`src/sv/mmtb_pkg.sv`:
```
package mmtb_pkg;

  localparam int MAX_SEGMENTS      = 64;
  localparam int TICKS_PER_QUARTER = 705600;
  localparam int BEATS_PER_WHOLE   = 4;

  localparam int ADDR_W = (MAX_SEGMENTS > 1) ? $clog2(MAX_SEGMENTS) : 1;
  localparam int CNT_W  = $clog2(MAX_SEGMENTS + 1);

  localparam int TPB_W  = 38;
  localparam int NUM_W  = 16;
  localparam int DEN_W  = 9;
  localparam int PROD_W = 64 + TPB_W;
  localparam int ACC_W  = PROD_W + 3;

  localparam logic [63:0] WHOLE_TICKS = 64'(BEATS_PER_WHOLE) * 64'(TICKS_PER_QUARTER);

  localparam logic [1:0] K_CLEAR  = 2'd0;
  localparam logic [1:0] K_APPEND = 2'd1;
  localparam logic [1:0] K_T2B    = 2'd2;
  localparam logic [1:0] K_B2T    = 2'd3;

  localparam logic [2:0] ST_OK        = 3'd0;
  localparam logic [2:0] ST_NO_MAP    = 3'd1;
  localparam logic [2:0] ST_NO_ZERO   = 3'd2;
  localparam logic [2:0] ST_BAD_SIG   = 3'd3;
  localparam logic [2:0] ST_UNORDERED = 3'd4;
  localparam logic [2:0] ST_OFF_BAR   = 3'd5;
  localparam logic [2:0] ST_RANGE     = 3'd6;
  localparam logic [2:0] ST_FULL      = 3'd7;

  typedef struct packed {
    logic [1:0]         kind;
    logic signed [63:0] tick;
    logic signed [63:0] bar;
    logic signed [63:0] bar_offset;
    logic [15:0]        numerator;
    logic [15:0]        denominator;
  } req_t;

  typedef struct packed {
    logic [2:0]         status;
    logic signed [63:0] result_bar;
    logic [TPB_W-1:0]   result_offset;
    logic signed [63:0] result_tick;
    logic [NUM_W-1:0]   meter_numerator;
    logic [DEN_W-1:0]   meter_denominator;
  } rsp_t;

  typedef struct packed {
    logic signed [63:0] base_tick;
    logic signed [63:0] base_bar;
    logic [TPB_W-1:0]   tpb;
    logic [NUM_W-1:0]   num;
    logic [DEN_W-1:0]   den;
  } seg_t;

endpackage

```
`src/sv/mmtb_mul.sv`:
```
module mmtb_mul import mmtb_pkg::*; (
  input  logic              clk,
  input  logic              rst,
  input  logic              start,
  input  logic [63:0]       a,
  input  logic [TPB_W-1:0]  b,
  output logic              done,
  output logic [PROD_W-1:0] prod
);

  logic              busy;
  logic [5:0]        cnt;
  logic [PROD_W-1:0] mcand;
  logic [63:0]       mplier;

  // Shift-and-add, one multiplier bit per cycle, LSB first.
  always_ff @(posedge clk) begin
    if (rst) begin
      busy <= 1'b0;
      done <= 1'b0;
      cnt  <= '0;
    end else begin
      done <= 1'b0;
      if (start) begin
        busy   <= 1'b1;
        cnt    <= '0;
        prod   <= '0;
        mcand  <= PROD_W'(b);
        mplier <= a;
      end else if (busy) begin
        if (mplier[0]) begin
          prod <= prod + mcand;
        end
        mcand  <= {mcand[PROD_W-2:0], 1'b0};
        mplier <= {1'b0, mplier[63:1]};
        cnt    <= cnt + 6'd1;
        if (cnt == 6'd63) begin
          busy <= 1'b0;
          done <= 1'b1;
        end
      end
    end
  end

endmodule

```
`config.mk`:
```
export PLATFORM = sky130hd
export DESIGN_NAME = mmtb_mul
export DESIGN_NICKNAME = d
export VERILOG_FILES = /design/src/sv/mmtb_pkg.sv /design/src/sv/mmtb_mul.sv
export SDC_FILE = /design/constraint.sdc
export NUM_CORES = 1
export LEC_CHECK = 0
export ABC_CLOCK_PERIOD_IN_PS = 15000
export BUFFER_PORTS_ARGS = -buffer_cell sky130_fd_sc_hd__buf_2
export CELL_PAD_IN_SITES_DETAIL_PLACEMENT = 2
export CELL_PAD_IN_SITES_GLOBAL_PLACEMENT = 2
export CORE_ASPECT_RATIO = 1.4
export CORE_MARGIN = 2
export CORE_UTILIZATION = 42
export DETAILED_ROUTE_END_ITERATION = 6
export PLACE_DENSITY = 0.84
export SKIP_LAST_GASP = 1
export SYNTH_ARGS = -nofsm -noshare
export SYNTH_HDL_FRONTEND = slang
export SYNTH_SLANG_ARGS = --single-unit
```
`constraint.sdc`:
```
create_clock -name clk -period 15 [get_ports clk]
set_input_delay 0.75 -clock clk [delete_from_list [all_inputs] [get_ports clk]]
set_output_delay 0.75 -clock clk [all_outputs]
set_load 0.05 [all_outputs]
```
==> results_dict.tcl <==
set metrics [dict create \
    coreArea_um2 41070 \
    worstSetupEndpointType "flip-flop" \
    synth_compound_area_share_pct 15.92 \
    ios 208 \
    routed_wl_um 58120 \
    worstMarginPinSlew_ns 1.082 \
    via_per_inst 5.795 \
    synth_flop_cell "edfxtp_1" \
    drt-initial-drc-count 640 \
    p_leak_nw 7.709 \
    ir_drop_mv 0.07957 \
    cp_max_fo 9 \
    r2r_cells 11 \
    die-area_um2 43250 \
    synthSimpleGateAreaFrac_pct 14.76 \
    cts.path.max_buffers 3 \
    synthMuxAreaShare_pct 7.151 \
    grt_pass1_vias 15530 \
    crit_family "compound AO/OA/AOI/OAI gates" \
    status "finished, final reports clean" \
    cts_tree "built" \
    gp_congestion 0.8418 \
    num_vias 13750 \
    maxSlewViolCount 0 \
    setup_viol 0 \
    die_h_um 245.3 \
    fin_skew_ns 0.02408 \
    first_pass_iters 7 \
    final_common_cell "edfxtp_1" \
    synth-xor-area-share_pct 4.314 \
    worstHoldEndpoint "mcand[0]" \
    cts_made_buffers 31 \
    whs_path_depth 2 \
    synthTopCellsByArea "edfxtp_1 (46%), ha_1 (7.3%), mux2_2 (6.6%)" \
    syn_inst 1671 \
    n_fill_cell 4290 \
    postCtsSetupRepairBufs 0 \
    worst-path-buf-inv 0 \
    initial_core_util_pct 42.52 \
    syn_nets 1879 \
    rsz0062_at_grt "false" \
    fin_nets 2018 \
    grt_max_degree 136 \
    crit_chain "ha_1, a21oi_1, o21ai_0, o21ai_0, nand2b_1, o211ai_1, a2111oi_2, o21ai_1, o21ai_1, o21ai_1, mux2_1" \
    hold_violations 0 \
    cp_slowest_stage_delay_ns 0.77 \
    power_density_nw_per_um2 121.5 \
    arrival_ns 4.79 \
    synth_edf_count 268 \
    r2r_slack_ns 10.55 \
    root_buffer "clkbuf_16" \
    synth_largest_area_cell "edfxtp_1" \
    yosys_warnings 0 \
    syn_avg_cell_area_um2 10.45 \
    detail-route-antenna-nets 0 \
    fmax_ghz 0.2248 \
    grt_usage_pct 26.78 \
    num_rows 88 \
    synth_area_um2 17460 \
    io_buffers 207 \
    ys_seq_area_share_pct 47.00 \
    critPathKind "reg -> reg" \
    final_cell_mix "edfxtp_1 (268), buf_2 (206), nor2_1 (177)" \
    grt_overflow 0 \
    clk_pin_slew_ns 0.07 \
    crit_path_start_kind "flip-flop" \
    max_slew_margin_pct 27.89 \
    ctsResizeCount 0 \
    synthAdderAreaFrac_pct 7.423 \
    hold_class "in -> reg" \
    grt_pass1_wl_um 89960 \
    fin_setup_tns_ns 0 \
    hold_buffers 0 \
    rr_endpoint "prod[69]" \
    wl_per_cell_um 24.49 \
    total_power_w 0.002410 \
    finalCriticalPeriod_ns 4.449 \
    cp_slowest_cell "o21ai_0" \
    clkSinkCount 276 \
    antenna_found_initial 4 \
    hp-start "b[0]" \
    die_x_um 176.3 \
    cp_common_cell "o21ai_1" \
    yosys.area.top_type_share_pct 46.09 \
    cts.htree.levels 1 \
    r2r_start "mcand[22]" \
    drc 0 \
    yosysUniqueCellTypes 81 \
    synth_top_family_by_area "compound AO/OA/AOI/OAI gates" \
    async_flop_share_pct 0 \
    synth_seq_cells 276 \
    layout-drive-gt1-share_pct 22.27 \
    clock_latency_ns 0.59 \
    max-cap-violations 0 \
    area_delta_synth_final_pct 13.56 \
    final.period_utilization_pct 29.66 \
    dpl.hpwl_um 42530 \
    required_ns 15.34 \
]
cells in the mapped netlist (4+ instances only):
cell / count
and2_1: 7
mux2_2: 103
or3_1: 6
a21oi_1: 143
nand4_1: 66
inv_1: 43
a211oi_1: 5
xor2_1: 36
a211o_1: 5
dfxtp_1: 8
nand3_1: 17
a21oi_2: 7
nor4_1: 4
o21ai_1: 6
nor3_1: 28
o21a_1: 19
a21boi_0: 6
a221oi_1: 8
nor2b_1: 79
a21o_1: 48
o21ai_0: 78
o31ai_1: 4
o211ai_1: 7
nor2_1: 178
a31oi_1: 4
buf_2: 27
and3_1: 6
edfxtp_1: 268
mux2_1: 7
xnor2_1: 50
o21bai_1: 30
nand2b_1: 6
or2_2: 9
clkbuf_1: 77
nand2_1: 103
ha_1: 102
and4_1: 6
registers in the layout (all words and copies together), names as in the netlist:
signal / flops
prod: 102
mplier: 64
mcand: 102
done: 1
cnt: 6
busy: 1
power breakdown:
part	internal (W)	switching (W)	total [W]
Sequential	0.000924	0.0000349	0.000959
Clock	0.000465	0.000336	0.000802
Combinational	0.000216	0.000434	0.000650
worst register-to-register path: cells and delay by family, from the launching register on:
kind                     cells  cell delay (ns)
AND/OR/NAND/NOR              1             0.20
flip-flops                   1             0.42
multiplexers                 1             0.32
adder cells (fa/ha/maj)      1             0.51
AO/OA/AOI/OAI                8             2.75
cell type report:
cell class	count	area (um^2)	area share [%]
Tap cell	540	675.6	3.407
Timing Repair Buffer	212	1084	5.464
Clock inverter	19	236.5	1.193
Clock buffer	36	794.5	4.007
Multi-Input combinational cell	1246	8663	43.69
Inverter	43	166.4	0.8392
Sequential cell	276	8208	41.39
Antenna cell	1	2.502	0.01262
worst max-delay path by stage:
stage,from,end,slack [ns],cells past startpoint
after global placement,mcand[22],prod[69],10.72,11
final,mcand[22],prod[69],10.55,11
after global routing,mcand[22],prod[69],10.41,11
after CTS,mcand[22],prod[69],10.55,11
after detailed placement,mcand[22],prod[69],10.59,11
after floorplan,start,prod[0],8.59,5
stage by stage:
| stage | hold slack, ns | cells | instance area (um^2) | util [%] | setup WS [ns] |
|---|---|---|---|---|---|
| 3_3_place_gp | 0.4788 | 2317 | 18800 | 45.77 | 10.72 |
| 5_1_grt | 0.4560 | 2372 | 19830 | 48.28 | 10.41 |
| 4_1_cts | 0.4333 | 2372 | 19830 | 48.28 | 10.55 |
| 2_1_floorplan | 0.4585 | 1671 | 17460 | - | 8.589 |
| 6_report | 0.4555 | 2373 | 19830 | 48.28 | 10.55 |
| 3_5_place_dp | 0.4905 | 2317 | 18800 | 45.77 | 10.59 |
per-layer routing:
layer	part of all wire (%)	vias to the layer above	track usage [%]
li1	-	6435	-
met1	39	6884	29.90
met2	53	317	50.68
met3	4.6	110	4.771
met4	3.3	6	8.994
met5	0.064	-	0
cells by family (layout without fill, tap and decap cells):
logic type | count (synthesis) | after routing
AO/OA/AOI/OAI | 420 | 420
XOR/XNOR | 86 | 86
adder cells (fa/ha/maj) | 103 | 103
buffers and inverters | 149 | 310
flip-flops | 276 | 276
multiplexers | 111 | 111
other | 0 | 1
AND/OR/NAND/NOR | 526 | 526
Power figures use the tool's default switching activity.
