===== src/sv/mmtb_pkg.sv =====
package mmtb_pkg;

  localparam int MAX_SEGMENTS      = 64;
  localparam int TICKS_PER_QUARTER = 705600;
  localparam int BEATS_PER_WHOLE   = 4;

  localparam int ADDR_W = (MAX_SEGMENTS > 1) ? $clog2(MAX_SEGMENTS) : 1;
  localparam int CNT_W  = $clog2(MAX_SEGMENTS + 1);

  localparam int TPB_W  = 38;
  localparam int NUM_W  = 16;
  localparam int DEN_W  = 9;
  localparam int PROD_W = 64 + TPB_W;
  localparam int ACC_W  = PROD_W + 3;

  localparam logic [63:0] WHOLE_TICKS = 64'(BEATS_PER_WHOLE) * 64'(TICKS_PER_QUARTER);

  localparam logic [1:0] K_CLEAR  = 2'd0;
  localparam logic [1:0] K_APPEND = 2'd1;
  localparam logic [1:0] K_T2B    = 2'd2;
  localparam logic [1:0] K_B2T    = 2'd3;

  localparam logic [2:0] ST_OK        = 3'd0;
  localparam logic [2:0] ST_NO_MAP    = 3'd1;
  localparam logic [2:0] ST_NO_ZERO   = 3'd2;
  localparam logic [2:0] ST_BAD_SIG   = 3'd3;
  localparam logic [2:0] ST_UNORDERED = 3'd4;
  localparam logic [2:0] ST_OFF_BAR   = 3'd5;
  localparam logic [2:0] ST_RANGE     = 3'd6;
  localparam logic [2:0] ST_FULL      = 3'd7;

  typedef struct packed {
    logic [1:0]         kind;
    logic signed [63:0] tick;
    logic signed [63:0] bar;
    logic signed [63:0] bar_offset;
    logic [15:0]        numerator;
    logic [15:0]        denominator;
  } req_t;

  typedef struct packed {
    logic [2:0]         status;
    logic signed [63:0] result_bar;
    logic [TPB_W-1:0]   result_offset;
    logic signed [63:0] result_tick;
    logic [NUM_W-1:0]   meter_numerator;
    logic [DEN_W-1:0]   meter_denominator;
  } rsp_t;

  typedef struct packed {
    logic signed [63:0] base_tick;
    logic signed [63:0] base_bar;
    logic [TPB_W-1:0]   tpb;
    logic [NUM_W-1:0]   num;
    logic [DEN_W-1:0]   den;
  } seg_t;

endpackage


===== src/sv/mmtb_div.sv =====
module mmtb_div import mmtb_pkg::*; (
  input  logic             clk,
  input  logic             rst,
  input  logic             start,
  input  logic [63:0]      dividend,
  input  logic [TPB_W-1:0] divisor,
  output logic             done,
  output logic [63:0]      quo,
  output logic [TPB_W-1:0] rem
);

  logic             busy;
  logic [5:0]       cnt;
  logic [TPB_W-1:0] dsr;
  logic [TPB_W:0]   r_sh;
  logic [TPB_W:0]   r_sub;
  logic             take;

  // Restoring division, one quotient bit per cycle, MSB first.
  always_comb begin
    r_sh  = {rem, quo[63]};
    r_sub = r_sh - {1'b0, dsr};
    take  = (r_sh >= {1'b0, dsr});
  end

  always_ff @(posedge clk) begin
    if (rst) begin
      busy <= 1'b0;
      done <= 1'b0;
      cnt  <= '0;
    end else begin
      done <= 1'b0;
      if (start) begin
        busy <= 1'b1;
        cnt  <= '0;
        quo  <= dividend;
        rem  <= '0;
        dsr  <= divisor;
      end else if (busy) begin
        quo <= {quo[62:0], take};
        rem <= take ? r_sub[TPB_W-1:0] : r_sh[TPB_W-1:0];
        cnt <= cnt + 6'd1;
        if (cnt == 6'd63) begin
          busy <= 1'b0;
          done <= 1'b1;
        end
      end
    end
  end

endmodule


===== config.mk =====
export PLATFORM = sky130hd
export DESIGN_NAME = mmtb_div
export DESIGN_NICKNAME = d
export VERILOG_FILES = /design/src/sv/mmtb_pkg.sv /design/src/sv/mmtb_div.sv
export SDC_FILE = /design/constraint.sdc
export NUM_CORES = 1
export LEC_CHECK = 0
export ABC_AREA = 0
export BUFFER_PORTS_ARGS = -buffer_cell sky130_fd_sc_hd__buf_2
export CAP_MARGIN = 20
export CELL_PAD_IN_SITES_DETAIL_PLACEMENT = 0
export CELL_PAD_IN_SITES_GLOBAL_PLACEMENT = 1
export CORE_UTILIZATION = 38
export DETAILED_ROUTE_END_ITERATION = 8
export HOLD_SLACK_MARGIN = 0.1
export PLACE_DENSITY_LB_ADDON = 0.1
export SLEW_MARGIN = 20
export SYNTH_ARGS = -nofsm -noshare
export SYNTH_HDL_FRONTEND = slang
export SYNTH_SLANG_ARGS = --single-unit

===== constraint.sdc =====
create_clock -name clk -period 6 [get_ports clk]
set_input_delay 0.3 -clock clk [delete_from_list [all_inputs] [get_ports clk]]
set_output_delay 0.3 -clock clk [all_outputs]
set_load 0.02 [all_outputs]

==> summary.md, run 1 <==
| Metric | Value |
|---|---|
| Vias per cell | 5.136 |
| Fraction of registers with async set or reset after synthesis | 0% |
| Status | finished clean |
| Grt ovf | 0 |
| Final Setup Violations | 0 |
| DIE AREA | 22320 µm² |
| Power Dens Cells | 306.4 nW/µm² |
| Hold WS | 0.1709 ns |
| CP max FO | 32 |
| Worst EP arrival | 4.29 ns |
| Vias post-DR | 6297 |
| Row count | 53 |
| Placed cells | 1156 |
| CTS buffer count | 17 |
| CP required | 6.15 ns |
| Combinational share of power | 25.0% |
| Max_cap viols | 0 |
| Register share of total power | 39.6% |
| Flop and latch count out of synthesis | 148 |
| Ant diodes | 0 |
| Fin Setup TNS | 0 ns |
| Seq/Total Area, Yosys | 52.86% |
| Yosys warns | 0 |
| Final Max Tran Viols | 0 |
| Most common cell after layout, fill and taps aside | buf_2 |
| Worst Skew | 0.01182 ns |
| Post-CTS sizing | 0 |
| CP Launch Type | flip-flop |
| Synth cell types | 58 |
| I/O pin count | 208 |
| Largest net degree at the start of global routing | 61 |
| Mapped Cells | 700 |
| Core area | 21150 µm² |
| Die W | 149.4 µm |
| Antenna-violating nets left | 0 |
| Tcrit/Tclk final | 69.05% |
| Mapped Avg Cell Area | 11.79 µm² |
| Rel. slew slack | 47.85% |
| Drt pass-1 iters | 4 |
| P_leak | 4.528 nW |
| Hold path start | dividend[41] |
| PnR worst setup slack | 1.857 ns |
| Net total in the final layout | 1083 |
| Hpwl dp | 15.48 mm |
| Clock transition at path regs | 0.07 ns |
| Post-synthesis cell area | 8255 µm² |
| Share of the synthesized area in the top cell type | 50.92% |
| DRT iter0 DRCs | 283 |
| Ranking of synthesized cells by area | edfxtp_1 51%, mux2_2 8.7%, ha_1 5.9% |
| Hold path cells | 2 |
| Clock Power Share | 35.4% |
| Max H-tree Level | 4 |
| Pre-CTS setup slack | 1.794 ns |
| GR Util All Layers | 19.48% |
| Max clock buf depth | 2 |
| Overall Power | 3.238 mW |
| Final wirelength | 21.12 mm |
| Most frequent cells in the layout | 206 x buf_2, 140 x edfxtp_1, 64 x mux2_2, 64 x nor2_1, 48 x inv_1 |
| Residual DRC | 0 |
| CTS tree | yes |
| Synth Flop Type | edfxtp_1 |
| Unrepaired setup endpoints after global routing | false |
| Initial Util | 39.03% |
| Fraction of layout cells with a size suffix above 1 | 33.33% |
| Worst Hold Endpoint | quo[41]$_DFFE_PP_ |
| Synth Net Count | 845 |
| DIE HEIGHT | 149.4 µm |
| Sw power | 0.9889 mW |
| Worst slew pin tran | 0.7823 ns |
| GPL Wtd Cong | 0.8304 |
| Layout area overhead | 28.04% |
| R2R depth | 11 |
| CTS root buf | clkbuf_16 |
| EDFF count, synth | 140 |
| Vias in the first global route | 6401 |
| Setup CP Type | flip-flop to flip-flop |
| Final min period | 4.143 ns |
| Switching part of the total | 30.54% |
| FMAX | 0.2414 GHz |
| Largest area contributor in the netlist | edfxtp_1 |
| Peak supply drop | 0.0001672 V |
| Post-DR wirelength/cell | 17.23 µm |
| Buffers on Ports | 207 |
| Final Hold Vio Count | 0 |
| CTS sink count | 148 |
| Initial antenna violation count | 1 |
| Worst Setup SP | rem[20]$_SDFFCE_PP0P_ |
| First-pass GRT wire length | 33.69 mm |
| Fin cells | 1226 |
| Clk_lat worst skew | 0.42 ns |
| Reg2reg start | rem[20]$_SDFFCE_PP0P_ |
| Hold WC Path Type | primary input to flip-flop |
| Reg2reg end | rem[28]$_SDFFCE_PP0P_ |
| CP endpoint kind | flip-flop |
| Worst reg2reg setup slack | 1.86 ns |
| P_int | 2.249 mW |
[stage by stage]
step / instance area, µm² / utilization (%)
after floorplan: 8259 / -
after global placement: 9545 / 45.12
after detailed placement: 9573 / 45.25
after CTS: 10570 / 49.97
after global routing: 10570 / 49.97
final: 10570 / 49.97
[metal layers]
layer / track usage (%) / vias up / part of all wire (%)
li1: - / 3075 / -
met1: 23.82 / 2990 / 43
met2: 32.71 / 213 / 49
met3: 6.911 / 17 / 7.3
met4: 4.337 / 2 / 0.83
met5: 0 / - / 0.047
[flip-flops by register name, summed over array words and instances (netlist names)]
name	cells
quo	64
dsr	38
rem	38
cnt	6
busy	1
done	1
[kinds of logic after synthesis]
kind of cell | share of synthesized area (%)
AND/OR/NAND/NOR | 8.912
adder cells (fa/ha/maj) | 6.153
AO/OA/AOI/OAI | 11.87
XOR/XNOR | 3.925
flip-flops | 52.86
multiplexers | 12.37
buffers and inverters | 3.910
[cell type report]
| type | count | area (µm²) |
|---|---|---|
| Timing Repair Buffer | 250 | 1476 |
| Clock inverter | 14 | 187.7 |
| Multi-Input combinational cell | 473 | 3588 |
| Fill cell | 1956 | 10580 |
| Tap cell | 275 | 344.1 |
| Clock buffer | 18 | 429.2 |
| Sequential cell | 148 | 4364 |
| Inverter | 48 | 180.2 |
[power by group through the flow]
stage / logic (mW) / clock network [mW] / registers, mW
floorplan: 0.513 / 0 / 1.37
detailed placement: 0.794 / 0 / 1.30
global route: 0.896 / 1.21 / 1.29
global placement: 0.788 / 0 / 1.30
CTS: 0.817 / 1.17 / 1.28
finish: 0.810 / 1.15 / 1.28
[Yosys cell counts, types with 3 or more instances]
master and n:
a211oi_1 11, a21o_1 18, a21oi_1 44, a311o_1 3, a31oi_1 5, and3_1 8
buf_2 3, buf_6 3, clkbuf_1 23, dfxtp_1 8, edfxtp_1 140, ha_1 39
inv_1 48, mux2_2 64, mux2i_1 30, nand2_1 36, nand3_1 12, nand4_1 10
nor2_1 65, nor2b_1 9, nor3_1 5, o21a_1 7, o21ai_0 21, o21bai_1 6
o31a_1 3, o31ai_1 3, xnor2_1 25, xor2_1 12
[worst max-delay path: stages, from the launching register on]
cell and delay, ns:
edfxtp_1 0.41, ha_1 0.49, nand2_1 0.09, nor3_1 0.50, nand2_1 0.10, o311ai_1 0.59, o41ai_4 0.19, o21ai_2 0.21
a211o_2 0.44, buf_4 0.51, mux2i_1 0.26, nor2_1 0.06
[worst max path at each step]
stage	to	cells past startpoint
after global placement	rem[1]$_SDFFCE_PP0P_	11
after detailed placement	rem[31]$_SDFFCE_PP0P_	11
after CTS	rem[31]$_SDFFCE_PP0P_	11
after global routing	rem[28]$_SDFFCE_PP0P_	11
after floorplan	quo[0]$_DFFE_PP_	3
final	rem[28]$_SDFFCE_PP0P_	11
[what timing repair did]
item                                    4_1_cts  5_1_grt
buffers inserted                              0        0
hold buffers                                 38        0
endpoints found under the hold margin        38        0
endpoints found under the setup margin        0        0
(Power assumes the default switching activity.)
==> inputs of run 2 (changes only) <==
--- a/config.mk
+++ b/config.mk
@@ -10,7 +10,7 @@
 export CAP_MARGIN = 20
 export CELL_PAD_IN_SITES_DETAIL_PLACEMENT = 0
 export CELL_PAD_IN_SITES_GLOBAL_PLACEMENT = 1
-export CORE_UTILIZATION = 38
+export CORE_UTILIZATION = 42
 export DETAILED_ROUTE_END_ITERATION = 8
 export HOLD_SLACK_MARGIN = 0.1
 export PLACE_DENSITY_LB_ADDON = 0.1
==> constraint.sdc (replaced) <==
create_clock -name clk -period 4.3 [get_ports clk]
set_input_delay 0.215 -clock clk [delete_from_list [all_inputs] [get_ports clk]]
set_output_delay 0.215 -clock clk [all_outputs]
set_load 0.02 [all_outputs]
==> summary.md, run 2 (synthesized netlist as in run 1, its figures left out) <==
| Metric | Value |
|---|---|
| Final wirelength | 21.24 mm |
| GR Util All Layers | 21.48% |
| Residual DRC | 0 |
| Ant diodes | 0 |
| Final min period | 3.985 ns |
| Status | finished clean |
| Vias per cell | 5.213 |
| Fraction of layout cells with a size suffix above 1 | 31.69% |
| P_leak | 4.824 nW |
| Layout Utilization | 59.24% |
| Most common cell after layout, fill and taps aside | buf_2 |
| DRT iter0 DRCs | 398 |
| Fin cells | 1273 |
| Max clock buf depth | 2 |
| Post-DR wirelength/cell | 16.68 µm |
| Max reg flops | 64 |
| FMAX | 0.2510 GHz |
| DIE AREA | 20220 µm² |
| Core area | 18960 µm² |
| Power Dens Cells | 415.5 nW/µm² |
| Pre-CTS setup slack | 0.2680 ns |
| Vias in the first global route | 6842 |
| Fin Setup TNS | 0 ns |
| I/O pin count | 208 |
| Post-CTS sizing | 0 |
| Top flop regs | quo x64, dsr x38, rem x38 |
| Buffers on Ports | 207 |
| PnR worst setup slack | 0.3153 ns |
| Worst slew pin tran | 0.9251 ns |
| CP endpoint kind | flip-flop |
| Worst EP arrival | 4.13 ns |
| GPL Wtd Cong | 0.8612 |
| CTS buffer count | 17 |
| Max_cap viols | 0 |
| DIE HEIGHT | 142.2 µm |
| Hold WC Path Type | primary input to flip-flop |
| Largest net degree at the start of global routing | 76 |
| Max H-tree Level | 4 |
| Vias post-DR | 6636 |
| Placed cells | 1144 |
| CP Launch Type | flip-flop |
| CTS tree | yes |
| CP required | 4.45 ns |
| Row count | 50 |
| CTS root buf | clkbuf_16 |
| Final Setup Violations | 0 |
| Grt ovf | 0 |
| Final Max Tran Viols | 0 |
| Peak supply drop | 0.0002666 V |
| Worst Skew | 0.01381 ns |
| Layout area overhead | 36.03% |
| Hpwl dp | 14.78 mm |
| First-pass GRT wire length | 33.92 mm |
| Most frequent cells in the layout | 206 x buf_2, 140 x edfxtp_1, 97 x dlygate4sd3_1, 64 x mux2_2, 64 x nor2_1 |
| Final Hold Vio Count | 0 |
| Die W | 142.2 µm |
| Overall Power | 4.666 mW |
| Unrepaired setup endpoints after global routing | false |
| Clock transition at path regs | 0.07 ns |
| Initial Util | 43.55% |
| Clk_lat worst skew | 0.43 ns |
| Tcrit/Tclk final | 92.67% |
| CP max FO | 3 |
| Net total in the final layout | 1145 |
| Setup CP Type | flip-flop to flip-flop |
| Biggest register | quo |
| Initial antenna violation count | 0 |
| Drt pass-1 iters | 6 |
| Antenna-violating nets left | 0 |
| CTS sink count | 148 |
| Rel. slew slack | 38.32% |
-- run 2: cell types whose count changed in the layout (fill, tap and decap cells not counted) --
cell	delta
buf_12	+3
buf_16	-1
buf_4	+1
bufinv_16	+1
clkbuf_1	-1
clkinv_4	+1
clkinv_8	+1
clkinvlp_4	-1
dlygate4sd3_1	+59
inv_6	-6
inv_8	+5
-- run 2: timing repair --
action,CTS,global route
endpoints found under the hold margin,96,1
buffers inserted,0,0
hold buffers,96,1
-- run 2: worst paths after layout --
kind	from	end	slack [ns]	cells past startpoint
hold reg to reg	cnt[5]$_SDFFE_PP0P_	cnt[5]$_SDFFE_PP0P_	0.51	2
hold / removal	dividend[55]	quo[55]$_DFFE_PP_	0.11	2
setup / recovery	quo[63]$_DFFE_PP_	rem[36]$_SDFFCE_PP0P_	0.32	13
setup reg to reg	quo[63]$_DFFE_PP_	rem[36]$_SDFFCE_PP0P_	0.32	13
-- run 2: per-stage QoR --
step	instance area, µm²	hold slack [ns]
6_report	11230	0.1110
5_1_grt	11230	0.1077
4_1_cts	11220	0.1002
3_5_place_dp	9594	0.3931
3_3_place_gp	9594	0.3912
2_1_floorplan	8259	0.3139
-- run 2: final cells by class --
cell class | count | area (µm²)
clock buffers | 17 | 425.4
clock inverters | 15 | 239.0
fillers | 1574 | 7726
well taps | 260 | 325.3
multi-input cells | 473 | 3588
flip-flops and latches | 148 | 4364
repair buffers | 312 | 2107
inverters | 48 | 180.2
-- run 2: metal layers --
layer,vias to the layer above,part of all wire [%],GRT usage [%]
li1,3201,-,-
met1,3171,44,27.26
met2,238,48,35.47
met3,26,6.5,5.619
met4,0,1.6,7.244
met5,-,0,0
-- run 2: where the power goes --
group          internal (mW)  switching, mW
combinational          0.525          0.661
sequential              1.72         0.0667
clock                   1.01          0.683
total                   3.26           1.41
-- run 2: critical path, stage by stage (launching register included) --
cell and delay, ns:
edfxtp_1 0.41, inv_1 0.08, ha_1 0.16, inv_1 0.05, fa_1 0.42, a211oi_1 0.35, o211ai_1 0.16, a311o_1 0.39
a2111oi_0 0.76, nor2_1 0.25, a311oi_1 0.38, xnor2_1 0.10, mux2i_1 0.13, nor2_1 0.05
